`config.mk`:
```
export PLATFORM = sky130hd
export DESIGN_NAME = page_mode_dram_controller_top
export DESIGN_NICKNAME = d
export VERILOG_FILES = /design/src/rtl/core/pmdc_pkg.sv /design/src/rtl/core/pmdc_ctrl.sv /design/src/rtl/core/pmdc_datapath.sv /design/src/rtl/core/page_mode_dram_controller_top.sv
export SDC_FILE = /design/constraint.sdc
export NUM_CORES = 1
export LEC_CHECK = 0
export BUFFER_PORTS_ARGS = -buffer_cell sky130_fd_sc_hd__buf_2
export CORE_UTILIZATION = 50
export CTS_CLUSTER_DIAMETER = 120
export CTS_CLUSTER_SIZE = 24
export DETAILED_ROUTE_END_ITERATION = 16
export PLACE_DENSITY = 0.84
export SYNTH_ARGS = -nofsm -noshare
export SYNTH_HDL_FRONTEND = slang
export SYNTH_SLANG_ARGS = --single-unit
```
`constraint.sdc`:
```
create_clock -name clk -period 3.8 [get_ports clk]
set_clock_uncertainty 0.2 [all_clocks]
set_input_delay 0.38 -clock clk [delete_from_list [all_inputs] [get_ports clk]]
set_output_delay 0.38 -clock clk [all_outputs]
set_load 0.005 [all_outputs]
```
`src/rtl/core/pmdc_pkg.sv`:
```
// ----------------------------------------------------------------------------
// pmdc_pkg: shared types and constants for the page-mode DRAM controller
// Holds the operation and command codes, the controller states, and the
// command and status groups that pass between the controller and datapath.
// ----------------------------------------------------------------------------
package pmdc_pkg;

  // Refresh debt saturates at this limit, and never above the counter width.
  localparam int DEBT_LIMIT = 31;
  localparam int DEBT_W     = 5;
  localparam logic [DEBT_W-1:0] DEBT_CAP =
    (DEBT_LIMIT < 31) ? DEBT_W'(DEBT_LIMIT) : DEBT_W'(31);

  // Configuration port.
  localparam int PADDR_W = 2;
  localparam int PDATA_W = 32;
  localparam logic [PADDR_W-1:0] ADDR_REFRESH_INTERVAL = 2'd0;
  localparam logic [15:0] REFRESH_INTERVAL_RESET = 16'd2000;

  // Input operation codes.
  typedef enum logic [2:0] {
    OP_TICK   = 3'd0,
    OP_READ   = 3'd1,
    OP_WRITE  = 3'd2,
    OP_END    = 3'd3,
    OP_NIBBLE = 3'd4
  } op_t;

  // DRAM command codes on the result channel.
  typedef enum logic [2:0] {
    CMD_NONE      = 3'd0,
    CMD_REFRESH   = 3'd1,
    CMD_ACTIVATE  = 3'd2,
    CMD_READ      = 3'd3,
    CMD_WRITE     = 3'd4,
    CMD_PRECHARGE = 3'd5
  } cmd_t;

  // Kinds of result the datapath can load into its output register.
  typedef enum logic [2:0] {
    RK_REFRESH_TICK,
    RK_REFRESH_DEBT,
    RK_PRECHARGE,
    RK_ACTIVATE,
    RK_READ_HI,
    RK_READ_LO,
    RK_WRITE_HI,
    RK_WRITE_LO
  } result_kind_t;

  // Controller states.
  typedef enum logic [2:0] {
    S_IDLE,
    S_PRECHARGE,
    S_ACTIVATE,
    S_COLUMN_HI,
    S_COLUMN_LO,
    S_REFRESH,
    S_EMIT,
    S_READ_BYTE
  } state_t;

  // Command from the controller to the datapath.
  typedef struct packed {
    logic         accept;
    logic         emit;
    result_kind_t kind;
    logic         byte_done;
    logic         last;
  } ctrl_cmd_t;

  // Status from the datapath to the controller.
  typedef struct packed {
    logic       out_free;
    logic       fire;
    logic       busy;
    logic       page_open;
    logic       row_hit;
    logic [1:0] read_phase;
    logic       debt_zero;
    logic       debt_one;
  } dp_status_t;

endpackage

```
`src/rtl/core/pmdc_ctrl.sv`:
```
// ----------------------------------------------------------------------------
// pmdc_ctrl: sequencing state machine of the page-mode DRAM controller
// Accepts one item at a time and steps through the DRAM commands it causes,
// one result per cycle whenever the output register is free.
// ----------------------------------------------------------------------------
module pmdc_ctrl (
  input  logic                   clk,
  input  logic                   rst,
  input  logic                   in_valid,
  output logic                   in_stall,
  input  logic [2:0]             opcode,
  input  pmdc_pkg::dp_status_t   status,
  output pmdc_pkg::ctrl_cmd_t    cmd
);
  import pmdc_pkg::*;

  state_t       state;
  state_t       state_next;
  op_t          op_q;
  op_t          op_next;
  result_kind_t kind_q;
  result_kind_t kind_next;

  // State register.
  always_ff @(posedge clk) begin
    if (rst) begin
      state  <= S_IDLE;
      op_q   <= OP_TICK;
      kind_q <= RK_REFRESH_TICK;
    end else begin
      state  <= state_next;
      op_q   <= op_next;
      kind_q <= kind_next;
    end
  end

  assign in_stall = (state != S_IDLE);

  // Next state and datapath commands.
  always_comb begin
    state_next = state;
    op_next    = op_q;
    kind_next  = kind_q;
    cmd        = '0;
    unique case (state)
      S_IDLE: begin
        if (in_valid) begin
          cmd.accept = 1'b1;
          op_next    = op_t'(opcode);
          unique case (op_t'(opcode))
            OP_TICK: begin
              if (status.fire && !status.busy) begin
                kind_next  = RK_REFRESH_TICK;
                state_next = S_EMIT;
              end
            end
            OP_READ, OP_WRITE: begin
              if (status.page_open && !status.row_hit) begin
                state_next = S_PRECHARGE;
              end else if (!status.page_open) begin
                state_next = S_ACTIVATE;
              end else begin
                state_next = S_COLUMN_HI;
              end
            end
            OP_END: begin
              if (status.page_open) begin
                state_next = S_PRECHARGE;
              end else if (!status.debt_zero) begin
                state_next = S_REFRESH;
              end
            end
            OP_NIBBLE: begin
              if (status.read_phase == 2'd1) begin
                kind_next  = RK_READ_LO;
                state_next = S_EMIT;
              end else if (status.read_phase == 2'd2) begin
                state_next = S_READ_BYTE;
              end
            end
            default: begin
              state_next = S_IDLE;
            end
          endcase
        end
      end
      S_PRECHARGE: begin
        if (status.out_free) begin
          cmd.emit = 1'b1;
          cmd.kind = RK_PRECHARGE;
          if (op_q == OP_END) begin
            cmd.last   = status.debt_zero;
            state_next = status.debt_zero ? S_IDLE : S_REFRESH;
          end else begin
            state_next = S_ACTIVATE;
          end
        end
      end
      S_ACTIVATE: begin
        if (status.out_free) begin
          cmd.emit   = 1'b1;
          cmd.kind   = RK_ACTIVATE;
          state_next = S_COLUMN_HI;
        end
      end
      S_COLUMN_HI: begin
        if (status.out_free) begin
          cmd.emit = 1'b1;
          if (op_q == OP_READ) begin
            cmd.kind   = RK_READ_HI;
            cmd.last   = 1'b1;
            state_next = S_IDLE;
          end else begin
            cmd.kind   = RK_WRITE_HI;
            state_next = S_COLUMN_LO;
          end
        end
      end
      S_COLUMN_LO: begin
        if (status.out_free) begin
          cmd.emit   = 1'b1;
          cmd.kind   = RK_WRITE_LO;
          cmd.last   = 1'b1;
          state_next = S_IDLE;
        end
      end
      S_REFRESH: begin
        // One refresh per unit of debt; the datapath counts the debt down.
        if (status.out_free) begin
          cmd.emit = 1'b1;
          cmd.kind = RK_REFRESH_DEBT;
          cmd.last = status.debt_one;
          if (status.debt_one) begin
            state_next = S_IDLE;
          end
        end
      end
      S_EMIT: begin
        if (status.out_free) begin
          cmd.emit   = 1'b1;
          cmd.kind   = kind_q;
          cmd.last   = 1'b1;
          state_next = S_IDLE;
        end
      end
      S_READ_BYTE: begin
        if (status.out_free) begin
          cmd.emit      = 1'b1;
          cmd.byte_done = 1'b1;
          cmd.last      = 1'b1;
          state_next    = S_IDLE;
        end
      end
      default: begin
        state_next = S_IDLE;
      end
    endcase
  end

`ifndef NO_ASSERTIONS
  // A result is loaded only when the output register can take it.
  a_emit_needs_room: assert property (@(posedge clk) disable iff (rst)
    cmd.emit |-> status.out_free)
    else $error("result loaded while output register is occupied");

  // The low write column cycle belongs only to a write byte.
  a_column_lo_write: assert property (@(posedge clk) disable iff (rst)
    (state == S_COLUMN_LO) |-> (op_q == OP_WRITE))
    else $error("low write column cycle outside a write byte");

  // The final result of an item returns the controller to idle.
  a_last_ends_item: assert property (@(posedge clk) disable iff (rst)
    (cmd.emit && cmd.last) |=> (state == S_IDLE))
    else $error("controller busy after the final result of an item");
`endif

endmodule

```
`src/rtl/core/pmdc_datapath.sv`:
```
// ----------------------------------------------------------------------------
// pmdc_datapath: state, refresh timer and result register of the controller
// Holds page and read tracking, the refresh interval counter with its debt,
// the captured item fields, and the output register of the result channel.
// ----------------------------------------------------------------------------
module pmdc_datapath (
  input  logic                   clk,
  input  logic                   rst,
  input  pmdc_pkg::ctrl_cmd_t    cmd,
  output pmdc_pkg::dp_status_t   status,
  input  logic [15:0]            refresh_interval,
  input  logic [2:0]             opcode,
  input  logic [16:0]            byte_address,
  input  logic [7:0]             write_data,
  input  logic [3:0]             nibble_in,
  output logic                   out_valid,
  input  logic                   out_stall,
  output logic [2:0]             command,
  output logic [8:0]             pin_address,
  output logic [3:0]             write_nibble,
  output logic [7:0]             read_data,
  output logic                   read_valid,
  output logic                   debt_overflow,
  output logic                   last
);
  import pmdc_pkg::*;

  // Control state.
  logic              busy;
  logic              page_open;
  logic [8:0]        open_row;
  logic [DEBT_W-1:0] refresh_debt;
  logic              overflow_flag;
  logic [15:0]       tick_count;
  logic [1:0]        read_phase;
  logic [3:0]        high_nibble;
  logic [7:0]        pending_column;

  // Captured item fields.
  logic [8:0] row_q;
  logic [7:0] col_q;
  logic [7:0] wdata_q;
  logic [3:0] nib_q;

  logic [15:0]       tick_inc;
  logic              fire;
  logic [DEBT_W-1:0] debt_inc;
  logic              out_take;

  // Refresh interval check; an interval of zero means a full counter wrap.
  assign tick_inc = tick_count + 16'd1;
  assign fire     = (refresh_interval == 16'd0) ? (tick_inc == 16'd0)
                                                : (tick_inc >= refresh_interval);
  assign debt_inc = (refresh_debt < DEBT_CAP) ? refresh_debt + DEBT_W'(1)
                                              : refresh_debt;

  assign out_take = out_valid && !out_stall;

  // Status toward the controller.
  always_comb begin
    status.out_free   = !out_valid || !out_stall;
    status.fire       = fire;
    status.busy       = busy;
    status.page_open  = page_open;
    status.row_hit    = (open_row == byte_address[16:8]);
    status.read_phase = read_phase;
    status.debt_zero  = (refresh_debt == '0);
    status.debt_one   = (refresh_debt == DEBT_W'(1));
  end

  // Control state updates at item transfer and at each loaded result.
  always_ff @(posedge clk) begin
    if (rst) begin
      busy           <= 1'b0;
      page_open      <= 1'b0;
      open_row       <= '0;
      refresh_debt   <= '0;
      overflow_flag  <= 1'b0;
      tick_count     <= '0;
      read_phase     <= 2'd0;
      high_nibble    <= '0;
      pending_column <= '0;
    end else if (cmd.accept) begin
      unique case (op_t'(opcode))
        OP_TICK: begin
          if (fire) begin
            tick_count <= '0;
            if (busy) begin
              refresh_debt <= debt_inc;
              if (debt_inc >= DEBT_CAP) begin
                overflow_flag <= 1'b1;
              end
            end
          end else begin
            tick_count <= tick_inc;
          end
        end
        OP_READ: begin
          busy           <= 1'b1;
          read_phase     <= 2'd1;
          pending_column <= byte_address[7:0];
        end
        OP_WRITE: begin
          busy       <= 1'b1;
          read_phase <= 2'd0;
        end
        OP_END: begin
          busy       <= 1'b0;
          read_phase <= 2'd0;
        end
        OP_NIBBLE: begin
          if (read_phase == 2'd1) begin
            high_nibble <= nibble_in;
            read_phase  <= 2'd2;
          end else if (read_phase == 2'd2) begin
            read_phase <= 2'd0;
          end
        end
        default: begin
          busy <= busy;
        end
      endcase
    end else if (cmd.emit && !cmd.byte_done) begin
      unique case (cmd.kind)
        RK_PRECHARGE: page_open <= 1'b0;
        RK_ACTIVATE: begin
          page_open <= 1'b1;
          open_row  <= row_q;
        end
        RK_REFRESH_DEBT: refresh_debt <= refresh_debt - DEBT_W'(1);
        default: page_open <= page_open;
      endcase
    end
  end

  // Item field capture.
  always_ff @(posedge clk) begin
    if (cmd.accept) begin
      row_q   <= byte_address[16:8];
      col_q   <= byte_address[7:0];
      wdata_q <= write_data;
      nib_q   <= nibble_in;
    end
  end

  // Output register valid flag.
  always_ff @(posedge clk) begin
    if (rst) begin
      out_valid <= 1'b0;
    end else if (cmd.emit) begin
      out_valid <= 1'b1;
    end else if (out_take) begin
      out_valid <= 1'b0;
    end
  end

  // Output register payload, formed from the result kind.
  always_ff @(posedge clk) begin
    if (cmd.emit) begin
      debt_overflow <= overflow_flag;
      last          <= cmd.last;
      write_nibble  <= 4'd0;
      read_data     <= 8'd0;
      read_valid    <= 1'b0;
      pin_address   <= 9'd0;
      if (cmd.byte_done) begin
        command    <= CMD_NONE;
        read_data  <= {high_nibble, nib_q};
        read_valid <= 1'b1;
      end else begin
        unique case (cmd.kind)
          RK_REFRESH_TICK, RK_REFRESH_DEBT: begin
            command <= CMD_REFRESH;
          end
          RK_PRECHARGE: begin
            command     <= CMD_PRECHARGE;
            pin_address <= open_row;
          end
          RK_ACTIVATE: begin
            command     <= CMD_ACTIVATE;
            pin_address <= row_q;
          end
          RK_READ_HI: begin
            command     <= CMD_READ;
            pin_address <= {col_q, 1'b0};
          end
          RK_READ_LO: begin
            command     <= CMD_READ;
            pin_address <= {pending_column, 1'b1};
          end
          RK_WRITE_HI: begin
            command      <= CMD_WRITE;
            pin_address  <= {col_q, 1'b0};
            write_nibble <= wdata_q[7:4];
          end
          RK_WRITE_LO: begin
            command      <= CMD_WRITE;
            pin_address  <= {col_q, 1'b1};
            write_nibble <= wdata_q[3:0];
          end
          default: begin
            command <= CMD_NONE;
          end
        endcase
      end
    end
  end

`ifndef NO_ASSERTIONS
  // The refresh debt never exceeds its cap.
  a_debt_capped: assert property (@(posedge clk) disable iff (rst)
    refresh_debt <= DEBT_CAP)
    else $error("refresh debt above its cap");

  // Debt grows only from a tick taken while a transfer is busy.
  a_debt_only_busy: assert property (@(posedge clk) disable iff (rst)
    (refresh_debt > $past(refresh_debt)) |-> $past(busy))
    else $error("refresh debt grew while not busy");

  // A row activate opens the page on the captured row.
  a_activate_opens: assert property (@(posedge clk) disable iff (rst)
    (cmd.emit && !cmd.byte_done && cmd.kind == RK_ACTIVATE)
      |=> (page_open && open_row == $past(row_q)))
    else $error("row activate did not open the page");
`endif

endmodule

```
`src/rtl/core/page_mode_dram_controller_top.sv`:
```
// ----------------------------------------------------------------------------
// page_mode_dram_controller_top: fast-page-mode DRAM command controller
// Input items carry clock ticks, byte reads and writes, end of transfer and
// returned read nibbles. Each item causes zero or more DRAM command results.
// The input channel transfers an item when in_valid is high and in_stall is
// low; the output channel transfers a result when out_valid is high and
// out_stall is low, with last set on the final result of an item.
// Timing: an item is taken when the controller is idle, and its results follow
// one per cycle through a single output register whenever it is free
// (a read to a closed page gives two results, a row miss three, an end of
// transfer with full debt up to one precharge and 31 refreshes). The
// controller state machine, which loads one result a cycle, sets this rate.
// Items with no result (plain ticks, stray nibbles, unused opcodes) leave the
// controller idle. A stall on the output holds the pending result and sequence.
// Reset clears the page, read tracking, refresh timer and debt, and sets the
// refresh interval to 2000 ticks. The interval register lies at address 0
// of the APB-style port and should be written only while the block is idle.
// ----------------------------------------------------------------------------
module page_mode_dram_controller_top (
  input  logic                          clk,
  input  logic                          rst,
  // Configuration port.
  input  logic                          psel,
  input  logic                          penable,
  input  logic                          pwrite,
  input  logic [pmdc_pkg::PADDR_W-1:0]  paddr,
  input  logic [pmdc_pkg::PDATA_W-1:0]  pwdata,
  output logic [pmdc_pkg::PDATA_W-1:0]  prdata,
  output logic                          pready,
  // Input channel.
  input  logic                          in_valid,
  output logic                          in_stall,
  input  logic [2:0]                    opcode,
  input  logic [16:0]                   byte_address,
  input  logic [7:0]                    write_data,
  input  logic [3:0]                    nibble_in,
  // Output channel.
  output logic                          out_valid,
  input  logic                          out_stall,
  output logic [2:0]                    command,
  output logic [8:0]                    pin_address,
  output logic [3:0]                    write_nibble,
  output logic [7:0]                    read_data,
  output logic                          read_valid,
  output logic                          debt_overflow,
  output logic                          last
);
  import pmdc_pkg::*;

  logic        [15:0] refresh_interval;
  logic               cfg_write;
  ctrl_cmd_t          cmd;
  dp_status_t         status;

  // Configuration register write and read-back.
  assign pready    = 1'b1;
  assign cfg_write = psel && penable && pwrite && pready;

  always_ff @(posedge clk) begin
    if (rst) begin
      refresh_interval <= REFRESH_INTERVAL_RESET;
    end else if (cfg_write && paddr == ADDR_REFRESH_INTERVAL) begin
      refresh_interval <= pwdata[15:0];
    end
  end

  always_comb begin
    if (paddr == ADDR_REFRESH_INTERVAL) begin
      prdata = {{(PDATA_W-16){1'b0}}, refresh_interval};
    end else begin
      prdata = '0;
    end
  end

  // Sequencing state machine.
  pmdc_ctrl u_ctrl (
    .clk      (clk),
    .rst      (rst),
    .in_valid (in_valid),
    .in_stall (in_stall),
    .opcode   (opcode),
    .status   (status),
    .cmd      (cmd)
  );

  // State, refresh timer and result register.
  pmdc_datapath u_datapath (
    .clk              (clk),
    .rst              (rst),
    .cmd              (cmd),
    .status           (status),
    .refresh_interval (refresh_interval),
    .opcode           (opcode),
    .byte_address     (byte_address),
    .write_data       (write_data),
    .nibble_in        (nibble_in),
    .out_valid        (out_valid),
    .out_stall        (out_stall),
    .command          (command),
    .pin_address      (pin_address),
    .write_nibble     (write_nibble),
    .read_data        (read_data),
    .read_valid       (read_valid),
    .debt_overflow    (debt_overflow),
    .last             (last)
  );

endmodule
```
Yosys cells after proc, flatten, opt, wreduce, memory -nomap -nowiden --
Index checks and enable logic that the tools add are counted.
Cells by class: add/subtract/negate cells 3, $mul 0, div/mod/pow operators 0, magnitude comparators 3, equal/unequal tests 40, shifts and indexed selects 0, muxes and demuxes 63, bitwise operators 1, reductions and logical operators 48
Operator list (count):
- 3-bit 2-to-1 mux | 18
- 9-bit case mux with 5 select lines | 1
- 3-bit case mux with 6 select lines | 2
- 5-bit 2-to-1 mux | 7
- 16-bit zero test | 2
- 16-bit 2-to-1 mux | 2
- 3-bit == test, second input constant | 9
- 4-bit 2-to-1 mux | 6
- 3-bit by 2-bit == test with 1-bit output, second input constant | 7
- 16-bit by 1-bit adder with 16-bit output, second input constant | 1
- 16-bit >= comparator | 1
- 3-bit case mux with 5 select lines | 1
- 5-bit AND reduction | 3
- 1-bit 2-to-1 mux | 14
- 2-bit by 1-bit inequality test with 1-bit output, second input constant | 7
- 2-bit OR reduction | 7
- 3-bit by 1-bit == test with 1-bit output, second input constant | 4
- 3-bit case mux with 4 select lines | 1
- 3-bit AND reduction | 4
- 2-bit nonzero test | 6
- 2-bit inequality test, second input constant | 5
- 10-bit AND reduction | 1
- 9-bit == test | 1
- 3-bit zero test | 3
- other kinds (27) | 45
Storage, ports and cells: register bits 129, latch bits 0, RAM bits 0, memory bits (read-only) 0, input bits 73, output and inout port bits 62, logic and storage cells 183, memories 0

Logic depth before layout (Yosys ltp) --
depth after elaboration 8, gate-level depth with buffers 15, mapped depth without buffers 13

Modules after synthesis --
From an unflattened synthesis, not the netlist that was laid out.
Second synthesis, totals: cells, all modules 771, area total of the unflattened synthesis 7141.8 um^2
By module, submodules not included:
- pmdc_datapath | times used 1, cells an instance 581, area each 5571.6 um^2, seq. area each 2642.5 um^2
- page_mode_dram_controller_top | times used 1, cells an instance 107, area each 954.7 um^2, seq. area each 320.3 um^2
- pmdc_ctrl | times used 1, cells an instance 83, area each 615.6 um^2, seq. area each 140.1 um^2

Worst setup path before layout --
Ideal clock, no wire load.
path type register to register, start reg u_datapath.tick_count[7], end reg u_datapath.refresh_debt[4], setup time 0.115 ns, arrival 3.426 ns, data required time 3.485 ns, setup slack 0.059 ns, cell stages (with the launch flop) 15, buffers on the path 2, period minus slack after synthesis 3.741 ns, path through dfxtp_1 > buf_2 > nand4_2 > or4_1 > buf_2 > nor2_1 > xor2_1 > ha_1 > a21oi_1 > o21ai_0 > a2111oi_0 > a21o_1 > a21boi_2 > or3_1 > a31o_1
Between the ends: word-level cells in the longest chain between the ends 5, elaborated cells between the ends (all ways) 6, classes of those cells 1 x add/sub; 1 x order compare; 1 x eq/ne; 1 x mux; 2 x reduce/logical
RTL lines:
- start, declared | RTL line pmdc_datapath.sv:34 | logic [15:0] tick_count;
- start signal, assigned | RTL line pmdc_datapath.sv:95 | tick_count <= tick_inc;
- 16-bit by 1-bit adder with 16-bit output * | RTL line pmdc_datapath.sv:51 | assign tick_inc = tick_count + 16'd1;
- 16-bit >= comparator or 16-bit zero test (tied branches) | RTL line pmdc_datapath.sv:53, pmdc_datapath.sv:52
- 1-bit 2-to-1 mux * | RTL line pmdc_datapath.sv:52 | assign fire = (refresh_interval == 16'd0) ? (tick_inc == 16'd0)
- 2-bit by 1-bit inequality test with 1-bit output (no source line) *
- 5-bit AND reduction (no source line) *
- end signal, assigned | RTL line pmdc_datapath.sv:89 | refresh_debt <= debt_inc;
- end signal, assigned | RTL line pmdc_datapath.sv:130 | RK_REFRESH_DEBT: refresh_debt <= refresh_debt - DEBT_W'(1);
- end, declared | RTL line pmdc_datapath.sv:32 | logic [DEBT_W-1:0] refresh_debt;
Every way passes the cells marked *; elsewhere a longest branch is shown, timed or not. A chain may end at the register's enable or synchronous reset.

Final worst setup path --
start reg u_datapath.tick_count[10], end reg u_datapath.refresh_debt[4]
The elaborated chain is that of the path after synthesis.

==> impl_metrics.csv <==
group,metric,value,unit
clock_network,cts_setup_buffers,0,
yosys,yosys_warnings,0,
critical_path,cp-end-kind,"flip-flop",
placement,io_buffers,101,
clock_network,cts_tree,"done",
layout,syn_to_final_growth,27.06,%
clock_network,cts_max_level,4,
floorplanning,io_pins,135,
run,drv_cap,0,
yosys,syn-cell-area,0.006459,sq mm
status,status,"finished, final reports clean",
yosys,synth_common_cells,"nand2_1 (108), dfxtp_1 (71), a21oi_1 (62)",
yosys,syn_inst,708,
sta,hold_viol,0,
placement,dp_slack,0.1764,ns
layout,nNetsFinal,958,
hold_path,hp-class,"in -> reg",
routing,drt_pass1_iterations,5,
clock_network,clock-sinks,127,
sta,setup_ws,0.2250,ns
floorplanning,die_h,115.7,um
floorplanning,initial_core_util,51.18,%
sta,tightest_slew,0.7501,ns
clock_network,cts.clk_slew.worst_paths,0.06,ns
routing,drc,0,
global_route,grtUsageTotal,25.44,%
placement,gp_congestion,0.9113,
yosys,syn_avg_cell_area,9.122,sq um
yosys,synth_edf_count,56,
yosys,ys.flop_type,"dfxtp_1",
critical_path,critical_path_arrival,3.69,ns
sta,setup-tns-final,0,ns
power_and_ir_drop,ir_worst_vdd,0.0003700,V
floorplanning,num_rows,41,
routing,drt-initial-drc-count,634,
sta,max-slew-margin-rel,49.81,%
sta,drv_slew,0,
critical_path,setup.worst_path.start_class,"flip-flop",
yosys,synth_top_area_share,26.04,%
sta,fin_hold_ws,0.02584,ns
yosys,synth_largest_area_cell,"edfxtp_1",
routing,vias,5752,
clock_network,clkLatencyLatePin,0.43,ns
critical_path,cp_num_buf_inv,0,
critical_path,crit_family,"simple AND/OR/NAND/NOR gates",
power_and_ir_drop,leakage,3.307,nW
critical_path,max_stage_delay,0.59,ns
yosys,async_flop_share,0,%
critical_path,critical_path_class,"reg -> reg",
sta,fmax,279.7,MHz
sta,fin_crit,3.575,ns
critical_path,r2r_slack,0.23,ns
yosys,synth_area_leaders,"edfxtp_1 (26%), dfxtp_1 (22%), nand2_1 (6.3%), a21oi_1 (4.8%), ha_1 (4.5%)",
yosys,ys_seq_elements,127,
power_and_ir_drop,cellPowerDensity,544.9,mW/mm^2
floorplanning,die_area,0.01338,sq mm
sta,rsz0062_at_grt,"false",
yosys,yosysMostFrequentCell,"nand2_1",
critical_path,path_cells,"nand4_2 > or4_1 > nor2_1 > xor2_1 > ha_1 > a21oi_1 > o21ai_0 > a2111oi_2 > a21o_1 > a21boi_2 > or3_1 > a31o_1",
clock_network,cts_root_buffer,"clkbuf_16",
layout,layout-drive-gt1-share,20.46,%
floorplanning,die_w,115.7,um
routing,ant_nets,0,
clock_network,cts_max_path_buffers,2,
global_route,antenna_found_initial,0,
sta,period_share,94.08,%
routing,wire_per_inst,15.51,um
critical_path,slowest_stage,"or4_1",
critical_path,crit_fanout,5,
global_route,grt_pass1_wl,26.01,mm
global_route,first_global_vias,5420,
yosys,yosysUniqueCellTypes,65,
critical_path,crit_required,3.92,ns
yosys,ys_seq_area_share,48.04,%
placement,dp_hpwl,10.29,mm
global_route,overflow,0,
routing,viasPerCell,5.494,
clock_network,cts_buffers,17,
global_route,grt_max_degree,36,
floorplanning,coreArea,0.01262,sq mm
routing,drt-total-wl,16.24,mm
layout,n_antenna_cell,0,
sta,finalSetupViolations,0,
cell type report:
type                    instances  area, sq um
inverters                      31        116.4
flip-flops and latches        127         3103
multi-input cells             509         3027
repair buffers                176         1181
fillers                       973         4413
well taps                     172        215.2
clock inverters                14        135.1
clock buffers                  18        429.2
worst register-to-register path: stages (launching register included):
cell       delay [ns]
dfxtp_1          0.34
nand4_2          0.16
or4_1            0.59
nor2_1           0.15
xor2_1           0.22
ha_1             0.28
a21oi_1          0.13
o21ai_0          0.15
a2111oi_2        0.36
a21o_1           0.22
a21boi_2         0.10
or3_1            0.36
a31o_1           0.22
sequential cells by signal (all words and copies together), names as in the netlist, 4 cells and up:
name and flops:
u_datapath.high_nibble 4, u_datapath.row_q 9, u_datapath.wdata_q 8, u_datapath.open_row 9, refresh_interval 16, u_datapath.col_q 8, u_datapath.pin_address 9, u_datapath.write_nibble 4
u_datapath.pending_column 8, u_datapath.read_data 8, u_datapath.refresh_debt 5, u_datapath.nib_q 4, u_datapath.tick_count 16
layer usage:
layer	share of wire (%)	track usage, %	up-vias
met5	0	0	-
met4	2.3	12.65	0
met3	7.1	5.387	33
met2	49	41.36	244
met1	42	32.22	2674
li1	-	-	2801
metrics by stage:
step	util (%)	power [W]	area [sq um]	cells
after floorplan	-	0.002500	6515	723
after global placement	56.89	0.002855	7179	970
after detailed placement	56.89	0.002886	7179	970
after CTS	64.93	0.004463	8194	1047
after global routing	65.03	0.004674	8207	1047
final	65.03	0.004472	8207	1047
power breakdown:
| group | switching, W | internal (W) | total, W |
|---|---|---|---|
| Clock | 0.000638 | 0.000909 | 0.00155 |
| Combinational | 0.000588 | 0.000369 | 0.000957 |
| Sequential | 0.000150 | 0.00182 | 0.00197 |
| Total | 0.00138 | 0.00310 | 0.00447 |
cells by family (layout without fill, tap and decap cells):
kind of cell,Yosys count,count (layout),share of synthesized area (%)
and+or+nand+nor,286,286,20.94
AOI/OAI and AO/OA,141,141,14.08
DFF,127,127,48.04
buffers and inverters,87,239,6.296
xor gates and xnor gates,27,27,3.661
adders and majority gates,23,23,4.456
muxes,15,15,2.402
other,2,17,0.1163
path summary, 6_finish.rpt:
check | startpoint | end | cells after the start
worst max-delay path | u_datapath.tick_count[10] | u_datapath.refresh_debt[4] | 12
worst min-delay path | opcode[0] | u_datapath.busy | 2
worst max register to register | u_datapath.tick_count[10] | u_datapath.refresh_debt[4] | 12
worst min register to register | u_datapath.overflow_flag | u_datapath.debt_overflow | 0
timing repair:
| item | CTS | global route |
|---|---|---|
| setup endpoints to repair | 0 | 20 |
| hold endpoints to repair | 49 | 0 |
| resized for setup | 0 | 3 |
| hold buffers | 45 | 0 |
cells in the final DEF (no fill, tap or decap), types with 4 or more instances in the layout:
| cell | count |
|---|---|
| nor3_1 | 30 |
| buf_2 | 101 |
| clkbuf_16 | 17 |
| nand2b_1 | 6 |
| inv_1 | 30 |
| conb_1 | 17 |
| dlygate4sd3_1 | 45 |
| or3_1 | 6 |
| and2_1 | 14 |
| nor4_1 | 8 |
| mux2i_1 | 14 |
| nor2_1 | 53 |
| o21ai_0 | 17 |
| edfxtp_1 | 56 |
| a21oi_1 | 62 |
| a21o_1 | 4 |
| buf_4 | 30 |
| clkinv_4 | 6 |
| xor2_1 | 11 |
| nand2_1 | 108 |
| o211ai_1 | 7 |
| xnor2_1 | 16 |
| o21ai_1 | 5 |
| and3_1 | 4 |
| a31oi_1 | 8 |
| nand4_1 | 8 |
| dfxtp_1 | 71 |
| a22oi_1 | 12 |
| nand3_1 | 30 |
| ha_1 | 23 |
(Power assumes the default switching activity.)
